===== config.mk =====
export PLATFORM = sky130hd
export DESIGN_NAME = wrpm_ctrl
export DESIGN_NICKNAME = d
export VERILOG_FILES = /design/src/hw/rtl/wrpm_pkg.sv /design/src/hw/rtl/wrpm_ctrl.sv
export SDC_FILE = /design/constraint.sdc
export NUM_CORES = 1
export LEC_CHECK = 0
export ABC_AREA = 1
export BUFFER_PORTS_ARGS = -buffer_cell sky130_fd_sc_hd__buf_2
export CORE_MARGIN = 8
export CORE_UTILIZATION = 32
export DETAILED_ROUTE_END_ITERATION = 12
export GPL_TIMING_DRIVEN = 0
export PLACE_DENSITY_LB_ADDON = 0.3
export REMOVE_ABC_BUFFERS = 1
export SKIP_LAST_GASP = 1
export SLEW_MARGIN = 20
export SYNTH_ARGS = -nofsm -noshare
export SYNTH_HDL_FRONTEND = slang
export SYNTH_SLANG_ARGS = --single-unit

===== constraint.sdc =====
create_clock -name clk -period 1.3 [get_ports clk]
set_input_delay 0.065 -clock clk [delete_from_list [all_inputs] [get_ports clk]]
set_output_delay 0.065 -clock clk [all_outputs]
set_load 0.005 [all_outputs]

===== src/hw/rtl/wrpm_pkg.sv =====
package wrpm_pkg;

  localparam int ADC_W      = 10;
  localparam int FRAC_BITS  = 10;
  localparam int VSUM_W     = 60;
  localparam int ISUM_W     = 48;
  localparam int CNT_W      = 16;
  localparam int DIV_STEPS  = VSUM_W;
  localparam int SQRT_STEPS = VSUM_W / 2;
  localparam int ROOT_W     = SQRT_STEPS;
  localparam int VRMS_W     = 22;
  localparam int IRMS_W     = 16;
  localparam int STEP_W     = 6;

  localparam logic [1:0] SEL_VOLT  = 2'd0;
  localparam logic [1:0] SEL_CUR_A = 2'd1;
  localparam logic [1:0] SEL_CUR_B = 2'd2;
  localparam logic [1:0] SEL_LARGE = 2'd3;

  typedef struct packed {
    logic [9:0]  volt_adc_offset;
    logic [15:0] volt_gain;
    logic [15:0] current_zero;
    logic [9:0]  current_gain;
    logic [15:0] window_length;
    logic [15:0] pulse_numerator;
    logic [15:0] pulse_base;
  } cfg_t;

  typedef struct packed {
    logic       load_in;
    logic       scale;
    logic       square;
    logic       accum;
    logic       clear;
    logic       div_init;
    logic       div_pulse;
    logic       div_step;
    logic       sqrt_init;
    logic       sqrt_step;
    logic       root_store;
    logic       period_store;
    logic       out_load;
    logic [1:0] sel;
  } cmd_t;

  typedef struct packed {
    logic close;
    logic pr_zero;
  } sts_t;

endpackage


===== src/hw/rtl/wrpm_ctrl.sv =====
module wrpm_ctrl (
  input  logic               clk,
  input  logic               rst,
  input  logic               in_valid,
  output logic               in_ready,
  output logic               out_valid,
  input  logic               out_ready,
  input  wrpm_pkg::sts_t     sts,
  output wrpm_pkg::cmd_t     cmd
);
  import wrpm_pkg::*;

  localparam logic [3:0] S_IDLE   = 4'd0;
  localparam logic [3:0] S_SCALE  = 4'd1;
  localparam logic [3:0] S_SQUARE = 4'd2;
  localparam logic [3:0] S_ACCUM  = 4'd3;
  localparam logic [3:0] S_DINIT  = 4'd4;
  localparam logic [3:0] S_DSTEP  = 4'd5;
  localparam logic [3:0] S_SINIT  = 4'd6;
  localparam logic [3:0] S_SSTEP  = 4'd7;
  localparam logic [3:0] S_RSTORE = 4'd8;
  localparam logic [3:0] S_PCHK   = 4'd9;
  localparam logic [3:0] S_PINIT  = 4'd10;
  localparam logic [3:0] S_PSTEP  = 4'd11;
  localparam logic [3:0] S_PSTORE = 4'd12;
  localparam logic [3:0] S_OUT    = 4'd13;

  logic [3:0]        state, state_next;
  logic [STEP_W-1:0] step, step_next;
  logic [1:0]        sel, sel_next;
  logic              out_valid_next;
  logic              out_free;

  assign out_free = !out_valid || out_ready;
  assign in_ready = (state == S_IDLE);

  always_comb begin
    state_next     = state;
    step_next      = step;
    sel_next       = sel;
    cmd            = '0;
    cmd.sel        = sel;
    out_valid_next = out_valid && !out_ready;
    unique case (state)
      S_IDLE: begin
        if (in_valid) begin
          cmd.load_in = 1'b1;
          state_next  = S_SCALE;
        end
      end
      S_SCALE: begin
        cmd.scale  = 1'b1;
        state_next = S_SQUARE;
      end
      S_SQUARE: begin
        cmd.square = 1'b1;
        state_next = S_ACCUM;
      end
      S_ACCUM: begin
        cmd.accum  = 1'b1;
        sel_next   = SEL_VOLT;
        state_next = sts.close ? S_DINIT : S_IDLE;
      end
      S_DINIT: begin
        cmd.div_init = 1'b1;
        step_next    = '0;
        state_next   = S_DSTEP;
      end
      S_DSTEP: begin
        cmd.div_step = 1'b1;
        step_next    = step + 1'b1;
        if (step == STEP_W'(DIV_STEPS - 1)) begin
          state_next = S_SINIT;
        end
      end
      S_SINIT: begin
        cmd.sqrt_init = 1'b1;
        step_next     = '0;
        state_next    = S_SSTEP;
      end
      S_SSTEP: begin
        cmd.sqrt_step = 1'b1;
        step_next     = step + 1'b1;
        if (step == STEP_W'(SQRT_STEPS - 1)) begin
          state_next = S_RSTORE;
        end
      end
      S_RSTORE: begin
        cmd.root_store = 1'b1;
        sel_next       = sel + 1'b1;
        state_next     = (sel == SEL_LARGE) ? S_PCHK : S_DINIT;
      end
      S_PCHK: begin
        cmd.clear  = 1'b1;
        state_next = sts.pr_zero ? S_OUT : S_PINIT;
      end
      S_PINIT: begin
        cmd.div_init  = 1'b1;
        cmd.div_pulse = 1'b1;
        step_next     = '0;
        state_next    = S_PSTEP;
      end
      S_PSTEP: begin
        cmd.div_step = 1'b1;
        step_next    = step + 1'b1;
        if (step == STEP_W'(DIV_STEPS - 1)) begin
          state_next = S_PSTORE;
        end
      end
      S_PSTORE: begin
        cmd.period_store = 1'b1;
        state_next       = S_OUT;
      end
      S_OUT: begin
        if (out_free) begin
          cmd.out_load   = 1'b1;
          out_valid_next = 1'b1;
          state_next     = S_IDLE;
        end
      end
      default: begin
        state_next = S_IDLE;
      end
    endcase
  end

  always_ff @(posedge clk) begin
    if (rst) begin
      state     <= S_IDLE;
      step      <= '0;
      sel       <= SEL_VOLT;
      out_valid <= 1'b0;
    end else begin
      state     <= state_next;
      step      <= step_next;
      sel       <= sel_next;
      out_valid <= out_valid_next;
    end
  end

endmodule


### Yosys cells after proc, flatten, opt, wreduce, memory -nomap -nowiden

Index checks and enable logic that the tools add are counted.

* bits in registers: 13
* bits of input ports: 6
* output and inout bits: 17

* $add $sub $neg: 2
* eq/ne operators: 21
* muxes and demuxes: 28
* reduce and logical (&&, ||, !) cells: 12

Operators by type and width (number)
* one-hot mux 4 bit (14 select lines): 1
* equality test 4 bit (second input constant): 6
* two-way mux 4 bit: 6
* two-way mux 1 bit: 17
* equality test 4 x 3 -> 1 bit (second input constant): 4
* one-hot mux 6 bit (2 select lines): 1
* inequality test 2 bit (second input constant): 5
* equality test 4 x 2 -> 1 bit (second input constant): 2
* adder 6 x 1 -> 6 bit (second input constant): 1
* equality test 6 x 5 -> 1 bit (second input constant): 1
* equality test 6 bit (second input constant): 1
* two-way mux 3 bit: 2
* OR reduction 3 bit: 2
* AND reduction 5 bit: 1
* equality test 4 x 1 -> 1 bit (second input constant): 1
* zero test 4 bit: 1
* one-hot mux 2 bit (2 select lines): 1
* nonzero test 2 bit: 2
* OR reduction 2 bit: 2
* adder 2 x 1 -> 2 bit (second input constant): 1
* equality test 2 bit (second input constant): 1
* zero test 1 bit: 2
* logical AND 1 bit: 1
* logical OR 1 bit: 1

### Longest topological paths before layout

Gate-level depths: netlist (run 1).

* depth after elaboration: 4
* mapped depth: 10
* gate-level depth less buffers: 10

### Worst setup path before layout (run 1)

OpenSTA, ideal clock, no wires.

* path kind: reg-to-reg
* from: register step[0]
* to: register state[2]
* setup time: 0.132 ns
* arrival time: 1.059 ns
* data required time: 1.168 ns
* path slack: 0.108 ns
* stages on the path, launching flop included: 9
* clock period less this slack: 1.192 ns
* path through: dfxtp_1 -> ha_1 -> nand3_1 -> nor2_1 -> nor2_1 -> nor2_1 -> nand2_2 -> nand2_1 -> a21oi_1

* longest elaborated chain between the ends: 3
* elaborated cells on any way between the ends: 6
* classes of those cells: 5 x eq/ne; 1 x reduce/logical

RTL lines
* start: declaration: RTL line wrpm_ctrl.sv:29 `logic [STEP_W-1:0] step, step_next;`
* start signal: assignment: RTL line wrpm_ctrl.sv:135 `step <= step_next;`
* equality test 6 x 5 -> 1 bit / equality test 6 bit (equally long branches): RTL line wrpm_ctrl.sv:84, wrpm_ctrl.sv:72, wrpm_ctrl.sv:106
* inequality test 2 bit (no source line)
* AND reduction 5 bit (no source line) *
* end signal: assignment: RTL line wrpm_ctrl.sv:134 `state <= state_next;`
* end: declaration: RTL line wrpm_ctrl.sv:28 `logic [3:0] state, state_next;`

Mark *: on every way between the ends. The rest lies on a longest branch, timed or not.
A chain may end at the register's enable or synchronous reset.

==> flow_summary.ini, run 1 <==
[run_status]
status = complete, but fails checks
violations = setup timing

[critical_path]
slowest_stage = dfxtp_4
cp-end-kind = output port
critPathMaxFanout = 4
cpMostUsedCell = nand2_2
path_cells = buf_4 -> nand2_4 -> inv_2 -> nand2_2 -> nand2_2 -> buf_2
cp.arrival_ns = 1.26
crit_type = reg2out
worst_path_largest_cell_delay_ns = 0.41
required_ns = 1.24
crit_path_start_kind = register

[final_layout]
antenna_cells = 0
final.fill_count = 278
final_common_cell = nand2_1
fin_nets = 196
drive_gt1_share_pct = 45.2
stdcell_count = 217
final_cell_mix = nand2_1, buf_2, nor2_1
syn_to_final_growth_pct = 38.5

[yosys]
synthCells = 155
yosys-top-cells-area = dfxtp_1, nand2_1, nor2_1
ys_dominant_reg_cell = dfxtp_1
syn_area_um2 = 936
synth_cell_types = 23
ys_seq_area_share_pct = 27.8
ys_warn_count = 0
yosysTopAreaCell = dfxtp_1
async_reset_ff_share_pct = 0
syn_area_per_cell_um2 = 6.04
synth_top_area_share_pct = 27.8
synth_edf_count = 0
ys_seq_elements = 13

[clock_tree]
path_clk_slew_ns = 0.08
cts_max_level = 1
clock-sinks = 13
cts_tree = yes
cts-hold-fix-buffers = 0
clockBufferDepth = 2
cts_buffers = 3
clk_latency_ns = 0.28
cts-root-buf = clkbuf_4

[grt]
antenna_found_initial = 0
grt_first_pass_wirelength_um = 4400
grt_pass1_vias = 1008
grt_max_degree = 12
grt_use_total_pct = 10.6
overflow = 0

[route]
viasPerCell = 5.09
drt-wirelength-per-cell_um = 12.8
vias = 1104
wl_um = 2780
drc = 0
drt-initial-drc-count = 98
ant_nets = 0
firstDrtPassIters = 4

[timing]
period_minus_slack_ns = 1.33
skew_ns = 0.00499
setup_viol = 2
post-route-period-util_pct = 102
setup_ws_ns = -0.0261
tightest_slew_ns = 0.249
hold_slack_ns = 0.0870
fmax_mhz = 754
hold_viol_final = 0
drv_slew = 0
grt_setup_unrepaired = true
max-slew-margin-rel_pct = 83.4

[placed_design]
gp_congestion = 0.866
dp_slack_ns = -0.0972
dpl.hpwl_um = 2000
port_buffers = 22
dp_cells = 207

[power]
pwr-share-comb_pct = 44.4
power_frac_seq_pct = 36.8
p_clk_share_pct = 18.8
p_int_uw = 775
max-vdd-ir-drop_mv = 0.523
p_per_area_nw_per_um2 = 1060
switchingPower_uw = 596
swShare_pct = 43.5
leakage_uw = 0.000610

[floorplanning]
io_pins = 23
start_util_pct = 33.9
die_h_um = 70.1
dieArea_um2 = 4910
coreArea_um2 = 2760
die_x_um = 70.1
row_count = 19

[run]
max_cap_violations = 0

[min_path]
hp-class = in2reg
registers in the layout (all words and copies together), names as in the netlist:
signal	flops
out_valid	1
sel	2
state	4
step	6
through the flow:
stage / setup TNS (ns) / total power, uW / utilization, % / area, um2
finish: -0.0388 / 1370 / 47.0 / 1300
global route: -0.706 / 1460 / 47.0 / 1300
CTS: -0.128 / 1230 / 41.0 / 1130
detailed placement: -0.526 / 933 / 39.2 / 1080
global placement: -0.301 / 930 / 39.2 / 1080
floorplan: 0 / 785 / - / 932
worst paths after layout:
path / startpoint / to / slack [ns] / cells after the start
min: rst / state[3]$_SDFFE_PP0P_ / 0.09 / 2
max: state[0]$_SDFFE_PP0P_ / cmd[7] / -0.03 / 6
max reg2reg: state[0]$_SDFFE_PP0P_ / state[2]$_SDFFE_PP0P_ / -0.01 / 9
min reg2reg: sel[1]$_SDFFE_PP0P_ / sel[1]$_SDFFE_PP0P_ / 0.49 / 2
cell usage after synthesis (2+ instances only):
master,number
nand2_1,40
nor2_1,28
inv_1,17
a21oi_1,14
dfxtp_1,13
nand3_1,12
nand2_2,5
inv_2,4
ha_1,3
nor2_4,3
nor3_1,3
nor2_2,2
logic make-up (layout without fill, tap and decap cells):
family                   count (synthesis)  count (layout)  share of synthesized area, %
AND/OR/NAND/NOR                         95              95                          45.1
flip-flops                              13              13                          27.8
buffers and inverters                   22              53                          8.82
AO/OA/AOI/OAI                           22              22                          14.3
adder cells (fa/ha/maj)                  3               3                          4.01
worst max-delay path: cells and delay by family (launching register included):
family	cells	cell delay (ns)
buf+inv	3	0.34
flops	1	0.41
simple gates	3	0.23
what timing repair did:
item	CTS	global route
pin swaps	2	16
setup endpoints to repair	22	22
gates resized for setup	13	38
gates cloned	0	0
buffers inserted	0	6
per-layer routing:
| layer | global-route usage [%] | part of all wire (%) |
|---|---|---|
| met1 | 11.3 | 41 |
| met2 | 18.0 | 51 |
| met3 | 3.81 | 5.5 |
| met4 | 5.36 | 2.6 |
| met5 | 0 | 0 |
final cells by class:
class,count,area (um2),area share [%]
clock buffers,3,22.5,1.74
clock inverters,1,5.00,0.386
inverters,21,86.3,6.66
multi-input cells,120,708,54.6
flip-flops and latches,13,280,21.6
well taps,31,38.8,2.99
repair buffers,28,155,12.0
power by group through the flow:
stage               sequential [uW]  combinational (uW)  clock [uW]
CTS                             476                 481         277
global placement                472                 458           0
finish                          504                 609         258
detailed placement              474                 459           0
floorplan                       465                 320           0
global route                    506                 665         287
(Power assumes the default switching activity.)
==> run 2: changes to the inputs <==
--- a/config.mk
+++ b/config.mk
@@ -5,7 +5,8 @@
 export SDC_FILE = /design/constraint.sdc
 export NUM_CORES = 1
 export LEC_CHECK = 0
-export ABC_AREA = 1
+export ABC_AREA = 0
+export ABC_CLOCK_PERIOD_IN_PS = 1300
 export BUFFER_PORTS_ARGS = -buffer_cell sky130_fd_sc_hd__buf_2
 export CORE_MARGIN = 8
 export CORE_UTILIZATION = 32
==> flow_summary.ini, run 2 <==
[final_layout]
multi_input_area_um2 = 798
fin_area_um2 = 1420
stdcell_count = 206
final_common_cell = buf_2
fin_nets = 172
drive_gt1_share_pct = 46.3
final.fill_count = 322
syn_to_final_growth_pct = 37.6
regArea_um2 = 283
reg_top3 = step: 6 flops, state: 4 flops, sel: 2 flops
final_cell_mix = buf_2, nor2_1, buf_4
antenna_cells = 0
regMostFlops = step
largest_register_ff_count = 6

[critical_path]
cp.arrival_ns = 1.68
r2r_start = state[2]$_SDFFE_PP0P_
r2r_cells = 4
crit_type = reg2reg
r2r-end = state[1]$_SDFFE_PP0P_
critPathMaxFanout = 9
cp-end-kind = register
required_ns = 1.47
rrSetupSlack_ns = -0.20
crit_path_start_kind = register
cp-startpoint = state[2]$_SDFFE_PP0P_
crit_path_end = state[1]$_SDFFE_PP0P_

[floorplanning]
die_h_um = 72.7
start_util_pct = 33.7
io_pins = 23
row_count = 20
dieArea_um2 = 5280
coreArea_um2 = 3050
die_x_um = 72.7

[yosys]
synth_edf_count = 0
async_reset_ff_share_pct = 0
syn_area_per_cell_um2 = 7.91
synth_top_area_share_pct = 25.3
yosys-top-cells-area = dfxtp_1, a21oi_1, nor2_1
ys_dominant_reg_cell = dfxtp_1
yosysMostFrequentCell = nor2_1
ys_seq_elements = 13
yosysTopAreaCell = dfxtp_1
synth_cell_types = 45
syn_area_um2 = 1030
synthCells = 130
ys_seq_area_share_pct = 25.3
synthTopCellsByCount = nor2_1, dfxtp_1, a21oi_1
ys_warn_count = 0

[timing]
setup_viol = 14
grt_setup_unrepaired = true
hold_viol_final = 0
drv_slew = 0
max-slew-margin-rel_pct = 71.6
skew_ns = 0.00509
fmax_mhz = 665
period_minus_slack_ns = 1.50
post-route-period-util_pct = 116
setup_ws_ns = -0.205
hold_slack_ns = 0.133
tightest_slew_ns = 0.424

[clock_tree]
cts-root-buf = clkbuf_4
cts_buffers = 3
path_clk_slew_ns = 0.09
clockBufferDepth = 2
cts_max_level = 1
cts-hold-fix-buffers = 0
clock-sinks = 13
cts_tree = yes
clk_latency_ns = 0.28

[route]
vias = 1108
firstDrtPassIters = 4
drt-initial-drc-count = 36
viasPerCell = 5.38
drt-wirelength-per-cell_um = 14.3
wl_um = 2950
drc = 0
ant_nets = 0

[run]
max_cap_violations = 0

[grt]
overflow = 0
grt_use_total_pct = 11.5
grt_max_degree = 15
grt_first_pass_wirelength_um = 4980
antenna_found_initial = 0
grt_pass1_vias = 1066

[power]
leakage_uw = 0.000569
max-vdd-ir-drop_mv = 0.538
p_per_area_nw_per_um2 = 1910

[run_status]
status = complete, but fails checks
violations = setup timing

[placed_design]
dpl_cell_area_um2 = 1130
gp_congestion = 0.819
port_buffers = 22
dp_cells = 186
dpl.hpwl_um = 1730

[min_path]
hp-class = in2reg
## run 2: cell types whose count changed in the layout (fill, tap and decap cells not counted), sizes merged, moves of 3 or more
cell / previous run / this run
nor3: 3 / 9
nand2b: 0 / 5
nand2: 45 / 7
or3: 0 / 4
inv: 21 / 4
nor2: 33 / 14
buf: 28 / 38
nor2b: 0 / 3
nand3: 12 / 4
and2: 0 / 3
## run 2: worst min-delay path by stage
stage          slack (ns)  startpoint  cells past startpoint               endpoint
3_3_place_gp         0.42         rst                      2   step[0]$_SDFFE_PP0P_
5_1_grt              0.15         rst                      2  state[0]$_SDFFE_PP0P_
4_1_cts              0.15         rst                      2   step[0]$_SDFFE_PP0P_
6_report             0.13         rst                      2   step[0]$_SDFFE_PP0P_
3_5_place_dp         0.42    in_valid                      3                cmd[14]
2_1_floorplan        0.13         rst                      1   out_valid$_SDFF_PP0_
## run 2: logic make-up (layout without fill, tap and decap cells)
logic type               after synthesis  in the layout  share of synthesized area (%)
flip-flops                            13             13                           25.3
AO/OA/AOI/OAI                         37             37                           26.2
buffers and inverters                 14             46                           7.79
multiplexers                           1              1                           1.46
adder cells (fa/ha/maj)                3              3                           3.65
AND/OR/NAND/NOR                       62             62                           35.6
## run 2: report_power, final
group          total, uW  switching, uW  internal, uW
registers            723            202           522
clock network        261            142           119
logic               1720            851           867
## run 2: metrics by stage
step	util [%]	worst slack (ns)	TNS, ns	total power [uW]
2_1_floorplan	-	-0.463	-3.01	1510
5_1_grt	46.4	-0.239	-2.68	2910
4_1_cts	44.5	-0.177	-1.12	2520
6_report	46.4	-0.205	-1.31	2700
3_5_place_dp	37.0	-0.689	-8.21	1870
3_3_place_gp	37.0	-0.660	-7.09	1850
## run 2: what timing repair did
action | in CTS | in global routing
pin swaps | 3 | 3
setup buffers | 15 | 1
gates resized for setup | 24 | 13
endpoints found under the setup margin | 27 | 24
## run 2: cell type report
cell class              instances  share of cell area [%]
multi-input cells             103                    56.4
flip-flops and latches         13                    20.0
repair buffers                 38                    16.8
well taps                      44                    3.89
clock buffers                   4                    1.86
inverters                       4                    1.06
## run 2: metal layers
metal | track usage [%] | vias up | part of all wire (%) | wire [um]
met1 | 12.3 | 534 | 42 | 1250
met2 | 22.0 | 25 | 53 | 1550
met4 | 3.78 | 0 | 1.2 | 35
met3 | 1.92 | 5 | 3.9 | 116
li1 | - | 544 | - | -
met5 | 0 | - | 0 | 0
## run 2: worst max-delay path, stage by stage, from the launching register on
cell,delay [ns]
dfxtp_4,0.42
and3b_1,0.24
o221ai_2,0.24
and3_4,0.22
mux2_4,0.29
==> run 3: changes to the inputs <==
--- a/config.mk
+++ b/config.mk
@@ -9,9 +9,9 @@
 export ABC_CLOCK_PERIOD_IN_PS = 1300
 export BUFFER_PORTS_ARGS = -buffer_cell sky130_fd_sc_hd__buf_2
 export CORE_MARGIN = 8
-export CORE_UTILIZATION = 32
+export CORE_UTILIZATION = 48
 export DETAILED_ROUTE_END_ITERATION = 12
-export GPL_TIMING_DRIVEN = 0
+export HOLD_SLACK_MARGIN = 0.06
 export PLACE_DENSITY_LB_ADDON = 0.3
 export REMOVE_ABC_BUFFERS = 1
 export SKIP_LAST_GASP = 1
==> flow_summary.ini, run 3 (synthesis gave the netlist of run 2 again) <==
[run_status]
status = complete, but fails checks
violations = setup timing

[critical_path]
crit_path_start_kind = register
slowest_stage = dfxtp_4
cp.arrival_ns = 1.47
cp-end-kind = output port
crit_family = buffers and inverters
path_buf_inv = 4
critPathMaxFanout = 12
worst_path_largest_cell_delay_ns = 0.39
path_cells = buf_6 -> inv_2 -> buf_4 -> nand2_2 -> nor3_2 -> buf_2
required_ns = 1.24
crit_type = reg2out

[clock_tree]
clock-sinks = 13
path_clk_slew_ns = 0.09
cts_tree = yes
cts-root-buf = clkbuf_4
cts_max_level = 1
clk_latency_ns = 0.29
cts_buffers = 3
clockBufferDepth = 2
cts-hold-fix-buffers = 0

[grt]
grt_max_degree = 21
antenna_found_initial = 0
grt.met3_usage_pct = 4.84
grtUsageMet1_pct = 21.0
busiest_layer = met2
grtUsageMet2_pct = 30.9
grt_use_total_pct = 18.7
grt_first_pass_wirelength_um = 6110
overflow = 0
grt_pass1_vias = 1277

[final_layout]
fin_area_um2 = 1650
regMostFlops = step
drive_gt1_share_pct = 58.8
fin_nets = 197
final_cell_mix = buf_4, buf_2, nor2_1
syn_to_final_growth_pct = 60.8
reg_top3 = step: 6 flops, state: 4 flops, sel: 2 flops
antenna_cells = 0
final_core_util_pct = 82.6
largest_register_ff_count = 6
final_common_cell = buf_4
final.fill_count = 121

[placed_design]
port_buffers = 22
dpl_cell_area_um2 = 1370
gp_congestion = 0.873
dpl.hpwl_um = 2250

[power]
leakage_uw = 0.000732
pwr-share-comb_pct = 70.6
p_int_uw = 1810
max-vdd-ir-drop_mv = 1.35
power_frac_seq_pct = 21.1
switchingPower_uw = 1430
p_clk_share_pct = 8.3
swShare_pct = 44.1
p_per_area_nw_per_um2 = 1960

[timing]
drv_slew = 0
tightest_slew_ns = 0.308
grt_setup_unrepaired = true
setup_viol = 23
fin_tns_setup_ns = -2.65
hold_viol_final = 0
post-route-period-util_pct = 118
setup_ws_ns = -0.238
fmax_mhz = 650
period_minus_slack_ns = 1.54
max-slew-margin-rel_pct = 79.4
skew_ns = 0.00561

[route]
drt-initial-drc-count = 142
firstDrtPassIters = 4
vias = 1304
drc = 0
ant_nets = 0
wl_um = 4180
viasPerCell = 6.09
drt-wirelength-per-cell_um = 19.5

[floorplanning]
die_x_um = 62.3
io_pins = 23
row_count = 16
die_h_um = 62.3
start_util_pct = 51.4
dieArea_um2 = 3880
coreArea_um2 = 2000

[run]
max_cap_violations = 0

[min_path]
hp-class = in2reg
[run 3: cell count changes in the layout (fill, tap and decap cells not counted), moves of 2 or more]
cell / delta
buf_4: +22
dfxtp_2: -2
nor2_1: -2
nor2_2: +2
[run 3: stage by stage]
step	instances	hold slack, ns	total power, uW	setup WS (ns)
after CTS	213	0.115	2850	-0.156
final	214	0.159	3240	-0.238
after detailed placement	204	0.426	2330	-0.241
after global placement	204	0.413	2270	-0.200
after global routing	214	0.161	3420	-0.258
after floorplan	120	0.134	1510	-0.463
[run 3: final timing paths]
check,slack (ns),depth (start not counted),start,end
worst max-delay path,-0.24,6,state[3]$_SDFFE_PP0P_,cmd[12]
worst max register to register,-0.19,5,state[3]$_SDFFE_PP0P_,step[4]$_SDFFE_PP0P_
worst min-delay path,0.16,2,rst,step[2]$_SDFFE_PP0P_
worst min register to register,0.56,2,sel[1]$_SDFFE_PP0P_,sel[1]$_SDFFE_PP0P_
[run 3: layer usage]
metal  vias to the layer above  wire length [um]
li1                        590                 -
met1                       603              1600
met2                        86              2020
met3                        25               346
met4                         0               212
met5                         -                 0
[run 3: power by group through the flow]
stage | sequential (uW) | clock, uW | combinational, uW
4_1_cts | 670 | 278 | 1900
3_5_place_dp | 617 | 0 | 1720
2_1_floorplan | 744 | 0 | 769
5_1_grt | 693 | 289 | 2440
3_3_place_gp | 606 | 0 | 1660
6_report | 683 | 269 | 2290
[run 3: final cells by class]
class,instances,area (um2),share of cell area (%)
multi-input combinational,103,860,52.0
timing repair buffer,63,434,26.2
sequential,13,284,17.2
tap,27,33.8,2.04
clock buffer,3,22.5,1.36
inverter,4,15.0,0.908
clock inverter,1,5.00,0.303
[run 3: timing repair]
item                                    CTS  global route
cloned                                    1             0
endpoints found under the setup margin   26            26
pin swaps                                 4             9
setup buffers                             4             2
resized for setup                        29            22
